### src/design/bpa_pkg.sv
// Shared types and constants for the bitmap page allocator.
package bpa_pkg;

  localparam logic [1:0] OP_FREE  = 2'd0;
  localparam logic [1:0] OP_ALLOC = 2'd1;
  localparam logic [1:0] OP_QUERY = 2'd2;

  localparam logic [1:0] ST_OK   = 2'd0;
  localparam logic [1:0] ST_OOM  = 2'd1;
  localparam logic [1:0] ST_ZERO = 2'd2;

  localparam logic CFG_SHIFT = 1'b0;
  localparam logic CFG_TOP   = 1'b1;

  localparam int unsigned SHIFT_MIN = 4;
  localparam int unsigned SHIFT_MAX = 20;

  typedef enum logic [3:0] {
    S_CLEAR, S_IDLE, S_FREE_RD, S_FREE_WR, S_QUERY_RD, S_QUERY_DONE,
    S_ALLOC_RD, S_ALLOC_CHK, S_MARK_RD, S_MARK_WR, S_DONE
  } state_t;

  // Controller to datapath commands.
  typedef struct packed {
    logic clear_step;
    logic load;
    logic mem_rd;
    logic free_wr;
    logic free_adv;
    logic scan_step;
    logic mark_init;
    logic mark_wr;
    logic mark_adv;
    logic set_query;
    logic set_oom;
    logic set_zero;
    logic set_alloc_ok;
    logic out_load;
  } cmd_t;

  // Datapath to controller status.
  typedef struct packed {
    logic clear_done;
    logic [1:0] op;
    logic count_zero;
    logic hint_over;
    logic free_last;
    logic scan_found;
    logic scan_end;
    logic mark_last;
    logic out_busy;
  } stat_t;

endpackage

### src/design/bpa_ctrl.sv
// Controller state machine for the bitmap page allocator.
module bpa_ctrl (
  input  logic            clk,
  input  logic            rst,
  input  logic            in_valid,
  output logic            in_ready,
  input  bpa_pkg::stat_t  st,
  output bpa_pkg::cmd_t   cmd
);

  bpa_pkg::state_t state, state_next;

  // State register.
  always_ff @(posedge clk) begin
    if (rst) begin
      state <= bpa_pkg::S_CLEAR;
    end else begin
      state <= state_next;
    end
  end

  // Next state and commands.
  always_comb begin
    state_next = state;
    cmd = '0;
    in_ready = 1'b0;
    unique case (state)
      bpa_pkg::S_CLEAR: begin
        cmd.clear_step = 1'b1;
        if (st.clear_done) begin
          state_next = bpa_pkg::S_IDLE;
        end
      end
      bpa_pkg::S_IDLE: begin
        in_ready = 1'b1;
        if (in_valid) begin
          cmd.load = 1'b1;
          state_next = bpa_pkg::S_DONE;
          if (st.op == bpa_pkg::OP_FREE) begin
            state_next = bpa_pkg::S_FREE_RD;
          end else if (st.op == bpa_pkg::OP_QUERY) begin
            state_next = bpa_pkg::S_QUERY_RD;
          end else if (st.op == bpa_pkg::OP_ALLOC) begin
            state_next = bpa_pkg::S_ALLOC_RD;
          end
        end
      end
      bpa_pkg::S_FREE_RD: begin
        if (st.free_last) begin
          state_next = bpa_pkg::S_DONE;
        end else begin
          cmd.mem_rd = 1'b1;
          state_next = bpa_pkg::S_FREE_WR;
        end
      end
      bpa_pkg::S_FREE_WR: begin
        cmd.free_wr = 1'b1;
        cmd.free_adv = 1'b1;
        state_next = bpa_pkg::S_FREE_RD;
      end
      bpa_pkg::S_QUERY_RD: begin
        cmd.mem_rd = 1'b1;
        state_next = bpa_pkg::S_QUERY_DONE;
      end
      bpa_pkg::S_QUERY_DONE: begin
        cmd.set_query = 1'b1;
        state_next = bpa_pkg::S_DONE;
      end
      bpa_pkg::S_ALLOC_RD: begin
        if (st.count_zero) begin
          cmd.set_zero = 1'b1;
          state_next = bpa_pkg::S_DONE;
        end else if (st.hint_over || st.scan_end) begin
          cmd.set_oom = 1'b1;
          state_next = bpa_pkg::S_DONE;
        end else begin
          cmd.mem_rd = 1'b1;
          state_next = bpa_pkg::S_ALLOC_CHK;
        end
      end
      bpa_pkg::S_ALLOC_CHK: begin
        if (st.scan_found) begin
          cmd.mark_init = 1'b1;
          cmd.set_alloc_ok = 1'b1;
          state_next = bpa_pkg::S_MARK_RD;
        end else begin
          cmd.scan_step = 1'b1;
          state_next = bpa_pkg::S_ALLOC_RD;
        end
      end
      bpa_pkg::S_MARK_RD: begin
        if (st.mark_last) begin
          state_next = bpa_pkg::S_DONE;
        end else begin
          cmd.mem_rd = 1'b1;
          state_next = bpa_pkg::S_MARK_WR;
        end
      end
      bpa_pkg::S_MARK_WR: begin
        cmd.mark_wr = 1'b1;
        cmd.mark_adv = 1'b1;
        state_next = bpa_pkg::S_MARK_RD;
      end
      bpa_pkg::S_DONE: begin
        if (!st.out_busy) begin
          cmd.out_load = 1'b1;
          state_next = bpa_pkg::S_IDLE;
        end
      end
      default: state_next = bpa_pkg::S_IDLE;
    endcase
  end

endmodule

### config.mk
export PLATFORM = sky130hd
export DESIGN_NAME = bpa_ctrl
export DESIGN_NICKNAME = d
export VERILOG_FILES = /design/src/design/bpa_pkg.sv /design/src/design/bpa_ctrl.sv
export SDC_FILE = /design/constraint.sdc
export NUM_CORES = 1
export LEC_CHECK = 0
export BUFFER_PORTS_ARGS = -buffer_cell sky130_fd_sc_hd__buf_2
export CAP_MARGIN = 0
export CORE_AREA = 2 2 39 41
export CTS_CLUSTER_DIAMETER = 100
export DETAILED_ROUTE_END_ITERATION = 6
export DIE_AREA = 0 0 41 43
export PLACE_DENSITY = 0.72
export SLEW_MARGIN = 20
export SYNTH_ARGS = -nofsm -noshare
export SYNTH_HDL_FRONTEND = slang
export SYNTH_SLANG_ARGS = --single-unit
### constraint.sdc
create_clock -name clk -period 3.25 [get_ports clk]
set_input_delay 0 -clock clk [delete_from_list [all_inputs] [get_ports clk]]
set_output_delay 0 -clock clk [all_outputs]
set_load 0.05 [all_outputs]
==> flow_summary.yaml, run 1 <==
run_status:
  status: "completed"
pwr:
  swShare_pct: 38.03
  leakage_nw: 0.3145
  intPower_uw: 119.2
  power_frac_seq_pct: 31.1
  powerDensity_nw_per_um2: 287.3
  ir_drop_mv: 0.1089
  p_switching_uw: 73.14
  share_comb_of_total_power_pct: 36.4
  clkPwrFrac_pct: 32.5
synth:
  synth_area_um2: 531.8
  synth_ff_type: "dfxtp_1"
  yosys_warnings: 0
  yosys.cell_types.count: 34
  ys_seq_area_share_pct: 15.06
  synth-seq-cells: 4
  synth-edff-count: 0
  postSynthCellCount: 78
  async_reset_ff_share_pct: 0
  syn_nets: 93
  synth_area_per_cell_um2: 6.817
global_route:
  grt_pass1_vias: 513
  grt_antenna_before_repair: 0
  grt_pass1_wl_um: 2097
  grt_overflow: 0
  grt_start_max_net_pins: 19
  track_usage_pct: 17.02
sta:
  tightest_slew_ns: 0.5718
  finalCritPeriodShare_pct: 52.41
  whs_ns: 0.1495
  slew_headroom_pct: 61.82
  setup_viol: 0
  fin_skew_ns: 0.003874
  fin_crit_ns: 1.703
  hold_viol: 0
  slew_viol_final: 0
  grt_setup_unrepaired: "false"
  max_freq_mhz: 587.1
  finalSetupTns_ns: 0
critical_path:
  slowest_delay_ns: 0.67
  startpoint_type: "flip-flop"
  reg2reg_setup_slack_ns: 1.66
  path_cells: "inv_2 > nor3_1 > o21ai_1 > nand2_1 > buf_2"
  cp_num_buf_inv: 2
  required_ns: 3.25
  worstSetupPathType: "reg2out"
  critPathMaxFanout: 18
  worst_setup_path_end_kind: "output pin"
  arrival_ns: 1.70
  crit_slowest_cell: "dfxtp_1"
  critPathTopFamily: "flip-flops"
place:
  port-buffer-count: 27
  dp_cells: 113
  place_congestion: 0.8230
  place_area_um2: 636.9
  dp_hpwl_um: 1076
drt:
  vias: 652
  ant_nets: 0
  firstDrtPassIters: 4
  totalWireLength_um: 1420
  routed_via_density: 5.573
  wl_met2_um: 662
  top_layer: "met4"
  dr_wl_met3_um: 101
  drc: 0
  detail_route.wl_per_cell_um: 12.14
  drt_iter0_drc: 24
  wl_met1_um: 633
cts:
  clkSlewWorstSetupHoldPaths_ns: 0.04
  clk_latency_ns: 0.24
  h-tree-depth: 1
  hold_buffers: 1
  root_buffer: "clkbuf_4"
  cts_buffer_depth: 2
  cts.repair.resized: 0
  cts.sinks: 4
  post_cts.repair.setup_buffers: 0
  numCtsBuffers: 3
  cts_tree: "done"
finish:
  antennaDiodeCount: 0
  nNetsFinal: 118
  drive_above_1_share_pct: 34.65
  reg_top3: "state (4)"
  seqCellArea_um2: 80.08
  final_core_util_pct: 48.37
  fin_area_um2: 669.4
  fin_cells: 117
  syn_to_final_growth_pct: 25.88
  multi_input_area_um2: 386.6
  largest_reg_flops: 4
  fillers: 143
  max_flop_register: "state"
min_path:
  min_path_type: "in2reg"
job:
  drv_cap: 0
floorplan:
  rows: 14
  die_height_um: 43
  initial_core_util_pct: 38.43
  die_area_um2: 1763
  die_width_um: 41
  io_pins: 28
  coreArea_um2: 1384
==> cell type report <==
type	instances	share of cell area (%)
Clock buffer	3	3.364
Timing Repair Buffer	28	21.68
Sequential cell	4	11.96
Inverter	4	2.243
Tap cell	16	2.991
Multi-Input combinational cell	62	57.76
==> path summary, 6_finish.rpt <==
kind,startpoint,cells after the start,endpoint
worst max-delay path,state[3],5,cmd[11]
worst min-delay path,st[0],3,state[1]
worst max register to register,state[3],3,state[1]
worst min register to register,state[1],2,state[3]
==> cells in the mapped netlist (2+ instances only) <==
library cell	number	share of area, %
a21oi_1	2	1.9
a31oi_1	3	3.5
buf_2	4	3.8
buf_4	4	5.6
dfxtp_1	4	15
ha_1	2	4.7
inv_1	3	2.1
nand2_1	7	4.9
nand2b_1	4	4.7
nand3_1	2	1.9
nor2_1	8	5.6
nor3_1	9	8.5
nor4_1	4	4.7
o21ai_0	2	1.9
==> worst register-to-register path: stages (launching register included) <==
cell and delay [ns]:
dfxtp_1 0.67, nand2b_1 0.23, or4b_1 0.53, o31ai_1 0.07
==> layout by cell type, fill, tap and decap left out, types with 2 or more instances in the layout <==
| cell type | count |
|---|---|
| nor3_1 | 9 |
| nor4_1 | 4 |
| a31oi_1 | 3 |
| buf_2 | 27 |
| inv_1 | 3 |
| nand2_1 | 7 |
| clkbuf_4 | 3 |
| nand3_1 | 2 |
| a21oi_1 | 2 |
| o21ai_0 | 2 |
| nand2b_1 | 4 |
| ha_1 | 2 |
| nor2_1 | 8 |
| dfxtp_1 | 4 |
==> metrics by stage <==
stage               setup WS (ns)  power [mW]
global placement            1.732      0.1288
detailed placement          1.678      0.1288
CTS                         1.556      0.1932
finish                      1.547      0.1923
floorplan                  0.9549      0.1081
global route                1.393      0.2049
==> cell families after synthesis <==
logic type / synth area share (%)
AND/OR/NAND/NOR: 39.77
adder cells (fa/ha/maj): 4.705
flip-flops: 15.06
AO/OA/AOI/OAI: 28.24
buffers and inverters: 12.23
==> routing by layer <==
metal,global-route usage (%),vias up
li1,-,331
met1,23.89,295
met2,22.81,24
met3,3.141,2
met4,10.67,0
met5,0,-
==> power groups by stage <==
stage               sequential, mW  clock, mW  combinational [mW]
floorplan                   0.0539          0              0.0542
global placement            0.0604          0              0.0684
detailed placement          0.0602          0              0.0686
CTS                         0.0594     0.0639              0.0699
global route                0.0608     0.0690              0.0751
finish                      0.0599     0.0625              0.0700
Power figures use the tool's default switching activity.
==> inputs of run 2 (changes only) <==
==> constraint.sdc (replaced) <==
create_clock -name clk -period 1.6 [get_ports clk]
set_input_delay 0 -clock clk [delete_from_list [all_inputs] [get_ports clk]]
set_output_delay 0 -clock clk [all_outputs]
set_load 0.05 [all_outputs]
==> flow_summary.yaml, run 2 (synthesis results as in run 1) <==
place:
  dp_cells: 117
  place_congestion: 0.9123
  dp_hpwl_um: 1161
  place_area_um2: 724.4
  port-buffer-count: 27
pwr:
  leakage_nw: 0.3574
  ir_drop_mv: 0.2814
  p_total_uw: 412.7
  powerDensity_nw_per_um2: 536.3
floorplan:
  rows: 14
  initial_core_util_pct: 38.43
  die_area_um2: 1763
  coreArea_um2: 1384
  die_width_um: 41
  die_height_um: 43
  io_pins: 28
finish:
  reg_top3: "state (4)"
  fin_cells: 121
  final_cell_mix: "buf_2, nor2_1, nand2_1"
  fin_area_um2: 769.5
  antennaDiodeCount: 0
  mostFrequentLayoutCell: "buf_2"
  largest_reg_flops: 4
  drive_above_1_share_pct: 48.57
  syn_to_final_growth_pct: 44.71
  fillers: 125
  max_flop_register: "state"
  nNetsFinal: 122
critical_path:
  worstSetupPathType: "reg2out"
  worst_setup_path_end_kind: "output pin"
  critPathMaxFanout: 12
  startpoint_type: "flip-flop"
  required_ns: 1.60
  arrival_ns: 1.48
global_route:
  grt_start_max_net_pins: 16
  grt_pass1_wl_um: 2339
  grt_pass1_vias: 567
  grt_overflow: 0
  grt_antenna_before_repair: 0
  track_usage_pct: 19.18
sta:
  hold_viol: 0
  finalCritPeriodShare_pct: 92.62
  slew_viol_final: 0
  fin_crit_ns: 1.482
  whs_ns: 0.1424
  tightest_slew_ns: 0.3234
  slew_headroom_pct: 78.21
  grt_setup_unrepaired: "false"
  setup_viol: 0
  max_freq_mhz: 674.8
  fin_skew_ns: 0.002753
min_path:
  min_path_type: "in2reg"
cts:
  cts_tree: "done"
  cts_buffer_depth: 2
  h-tree-depth: 1
  clkSlewWorstSetupHoldPaths_ns: 0.04
  clk_latency_ns: 0.25
  numCtsBuffers: 3
  root_buffer: "clkbuf_4"
  cts.sinks: 4
drt:
  firstDrtPassIters: 4
  drc: 0
  totalWireLength_um: 1542
  vias: 705
  ant_nets: 0
  routed_via_density: 5.826
  detail_route.wl_per_cell_um: 12.74
  drt_iter0_drc: 27
run_status:
  status: "completed"
job:
  drv_cap: 0
==> run 2: cell count changes in the layout (fill, tap and decap cells not counted), moves of 2 or more <==
cell	previous run	this run
dfxtp_1	4	1
nor4_1	4	2
dfxtp_2	0	3
nor3_2	0	5
nor3_1	9	3
buf_4	0	3
==> run 2: per-stage QoR <==
step	util [%]	setup slack [ns]	TNS, ns
global route	55.61	0.02913	0
CTS	54.79	0.03576	0
floorplan	-	-0.2408	-0.5949
finish	55.61	0.1181	0
global placement	52.35	0.1400	0
detailed placement	52.35	0.1577	0
==> run 2: path summary, 6_finish.rpt <==
path	from	end	slack, ns	depth (start not counted)
min	st[0]	state[1]	0.14	3
min reg2reg	state[3]	state[2]	0.67	2
max	state[2]	cmd[11]	0.12	5
max reg2reg	state[2]	state[1]	0.22	5
==> run 2: power by group <==
group / switching (mW) / leakage (nW) / total, mW / internal, mW
logic: 0.0972 / 0.310 / 0.156 / 0.0586
clock network: 0.0527 / 0.0138 / 0.137 / 0.0846
registers: 0.0140 / 0.0338 / 0.120 / 0.106
==> run 2: what timing repair did <==
action	4_1_cts	5_1_grt
endpoints found under the setup margin	1	5
setup buffers	0	0
hold buffers	1	0
hold endpoints to repair	2	0
pin swaps	0	0
resized for setup	1	5
==> run 2: metal layers <==
metal	up-vias	share of wire [%]	global-route usage (%)
li1	341	-	-
met1	313	39	25.40
met2	43	49	26.56
met3	8	9.5	7.330
met4	0	2.7	8.667
met5	-	0	0
==> run 2: area by class of cell <==
class / count / area (um2) / share of cell area [%]
clock buffers: 3 / 22.52 / 2.927
flip-flops and latches: 4 / 83.83 / 10.89
repair buffers: 32 / 181.4 / 23.58
multi-input cells: 62 / 446.7 / 58.05
well taps: 16 / 20.02 / 2.602
inverters: 4 / 15.01 / 1.951
==> run 2: worst max-delay path, cell delays in order, from the launching register on <==
cell,delay [ns]
dfxtp_1,0.37
buf_4,0.20
nor2_1,0.21
o21ai_1,0.15
nand2_1,0.08
clkbuf_4,0.22
==> inputs of run 3 (changes only) <==
==> constraint.sdc (replaced) <==
create_clock -name clk -period 1.6 [get_ports clk]
set_input_delay 0.08 -clock clk [delete_from_list [all_inputs] [get_ports clk]]
set_output_delay 0.08 -clock clk [all_outputs]
set_load 0.05 [all_outputs]
==> flow_summary.yaml, run 3 (synthesis results as in run 1) <==
run_status:
  status: "completed"
cts:
  hold_buffers: 0
  cts.sinks: 4
  post_cts.repair.setup_buffers: 0
  clk_latency_ns: 0.24
  cts_tree: "done"
  root_buffer: "clkbuf_4"
  numCtsBuffers: 3
  clkSlewWorstSetupHoldPaths_ns: 0.04
  cts_buffer_depth: 2
  h-tree-depth: 1
drt:
  drc: 0
  drt_iter0_drc: 13
  detail_route.wl_per_cell_um: 13.03
  firstDrtPassIters: 4
  ant_nets: 0
  routed_via_density: 5.764
  vias: 709
  totalWireLength_um: 1603
place:
  dp_hpwl_um: 1287
  dp_cells: 120
  place_congestion: 0.9173
  port-buffer-count: 27
  post-place-ws_ns: 0.1958
  place_area_um2: 758.2
critical_path:
  path_cells: "buf_4 > buf_4 > nor3_4 > and2_1 > buf_4"
  slowest_delay_ns: 0.34
  critPathMaxFanout: 10
  crit_slowest_cell: "dfxtp_1"
  worst_setup_path_end_kind: "output pin"
  worstSetupPathType: "reg2out"
  required_ns: 1.52
  cp_common_cell: "buf_4"
  arrival_ns: 1.42
  startpoint_type: "flip-flop"
sta:
  hold_viol: 0
  fin_ws_ns: 0.1001
  fin_skew_ns: 0.005567
  finalCritPeriodShare_pct: 93.74
  grt_setup_unrepaired: "false"
  tightest_slew_ns: 0.3270
  max_freq_mhz: 666.7
  setup_viol: 0
  slew_headroom_pct: 78.00
  slew_viol_final: 0
  fin_crit_ns: 1.500
finish:
  drive_above_1_share_pct: 51.40
  reg_top3: "state (4)"
  largest_reg_flops: 4
  final_cell_mix: "buf_2, buf_4, nand2_1, clkbuf_4, nor2_1"
  syn_to_final_growth_pct: 50.12
  final_core_util_pct: 57.69
  nNetsFinal: 124
  mostFrequentLayoutCell: "buf_2"
  fin_cells: 123
  max_flop_register: "state"
  fin_area_um2: 798.3
  antennaDiodeCount: 0
global_route:
  grt_overflow: 0
  grt_pass1_vias: 612
  grt_start_max_net_pins: 14
  track_usage_pct: 20.90
  grt_pass1_wl_um: 2539
  grt_antenna_before_repair: 0
floorplan:
  coreArea_um2: 1384
  rows: 14
  io_pins: 28
  die_width_um: 41
  die_area_um2: 1763
  initial_core_util_pct: 38.43
  die_height_um: 43
pwr:
  powerDensity_nw_per_um2: 523.1
  swShare_pct: 38.49
  intPower_uw: 256.8
  p_switching_uw: 160.8
  p_total_uw: 417.6
  clkPwrFrac_pct: 31.7
  leakage_nw: 0.3510
  ir_drop_mv: 0.1795
  share_comb_of_total_power_pct: 40.2
  power_frac_seq_pct: 28.0
min_path:
  min_path_type: "in2reg"
job:
  drv_cap: 0
run 3: cell types whose count changed in the layout (fill, tap and decap cells not counted), moves of 2 or more:
cell,change
buf_4,+5
buf_2,-4
clkbuf_4,+3
nor2_1,-2
nor2_2,+2
run 3: routing by layer:
metal	vias up	wire length [um]	global-route usage, %
li1	343	-	-
met1	329	654	25.16
met2	32	792	32.50
met3	5	122	4.188
met4	0	34	12.00
met5	-	0	0
run 3: final timing paths:
| path | startpoint | endpoint | slack [ns] | cells past startpoint |
|---|---|---|---|---|
| hold / removal | rst | state[0] | 0.08 | 2 |
| setup reg to reg | state[2] | state[2] | 0.18 | 5 |
| setup / recovery | state[2] | cmd[12] | 0.10 | 5 |
| hold reg to reg | state[1] | state[1] | 0.72 | 2 |
run 3: power by group through the flow:
stage / Combinational, mW / Sequential (mW) / Clock (mW)
after floorplan: 0.124 / 0.110 / 0
final: 0.168 / 0.117 / 0.132
after global placement: 0.165 / 0.117 / 0
after global routing: 0.183 / 0.119 / 0.145
after detailed placement: 0.166 / 0.118 / 0
after CTS: 0.167 / 0.117 / 0.132
run 3: critical path, delay by kind of cell (launching register included):
family / cells / cell delay [ns]
buffers and inverters: 3 / 0.54
DFF: 1 / 0.34
and+or+nand+nor: 2 / 0.30
run 3: what timing repair did:
| item | CTS | global route |
|---|---|---|
| gates resized for setup | 1 | 8 |
| gates cloned | 0 | 0 |
| endpoints found under the setup margin | 1 | 10 |
run 3: stage by stage:
step / hold WS, ns / setup TNS, ns
CTS: 0.07631 / 0
floorplan: 0.1479 / -0.5044
global route: 0.08659 / 0
finish: 0.08068 / 0
global placement: 0.3258 / 0
detailed placement: 0.3290 / 0
run 3: layout make-up:
class | instances | area [um2]
fillers | 133 | 585.6
well taps | 16 | 20.02
inverters | 4 | 15.01
repair buffers | 34 | 200.2
multi-input cells | 62 | 457.9
clock buffers | 3 | 22.52
flip-flops and latches | 4 | 82.58
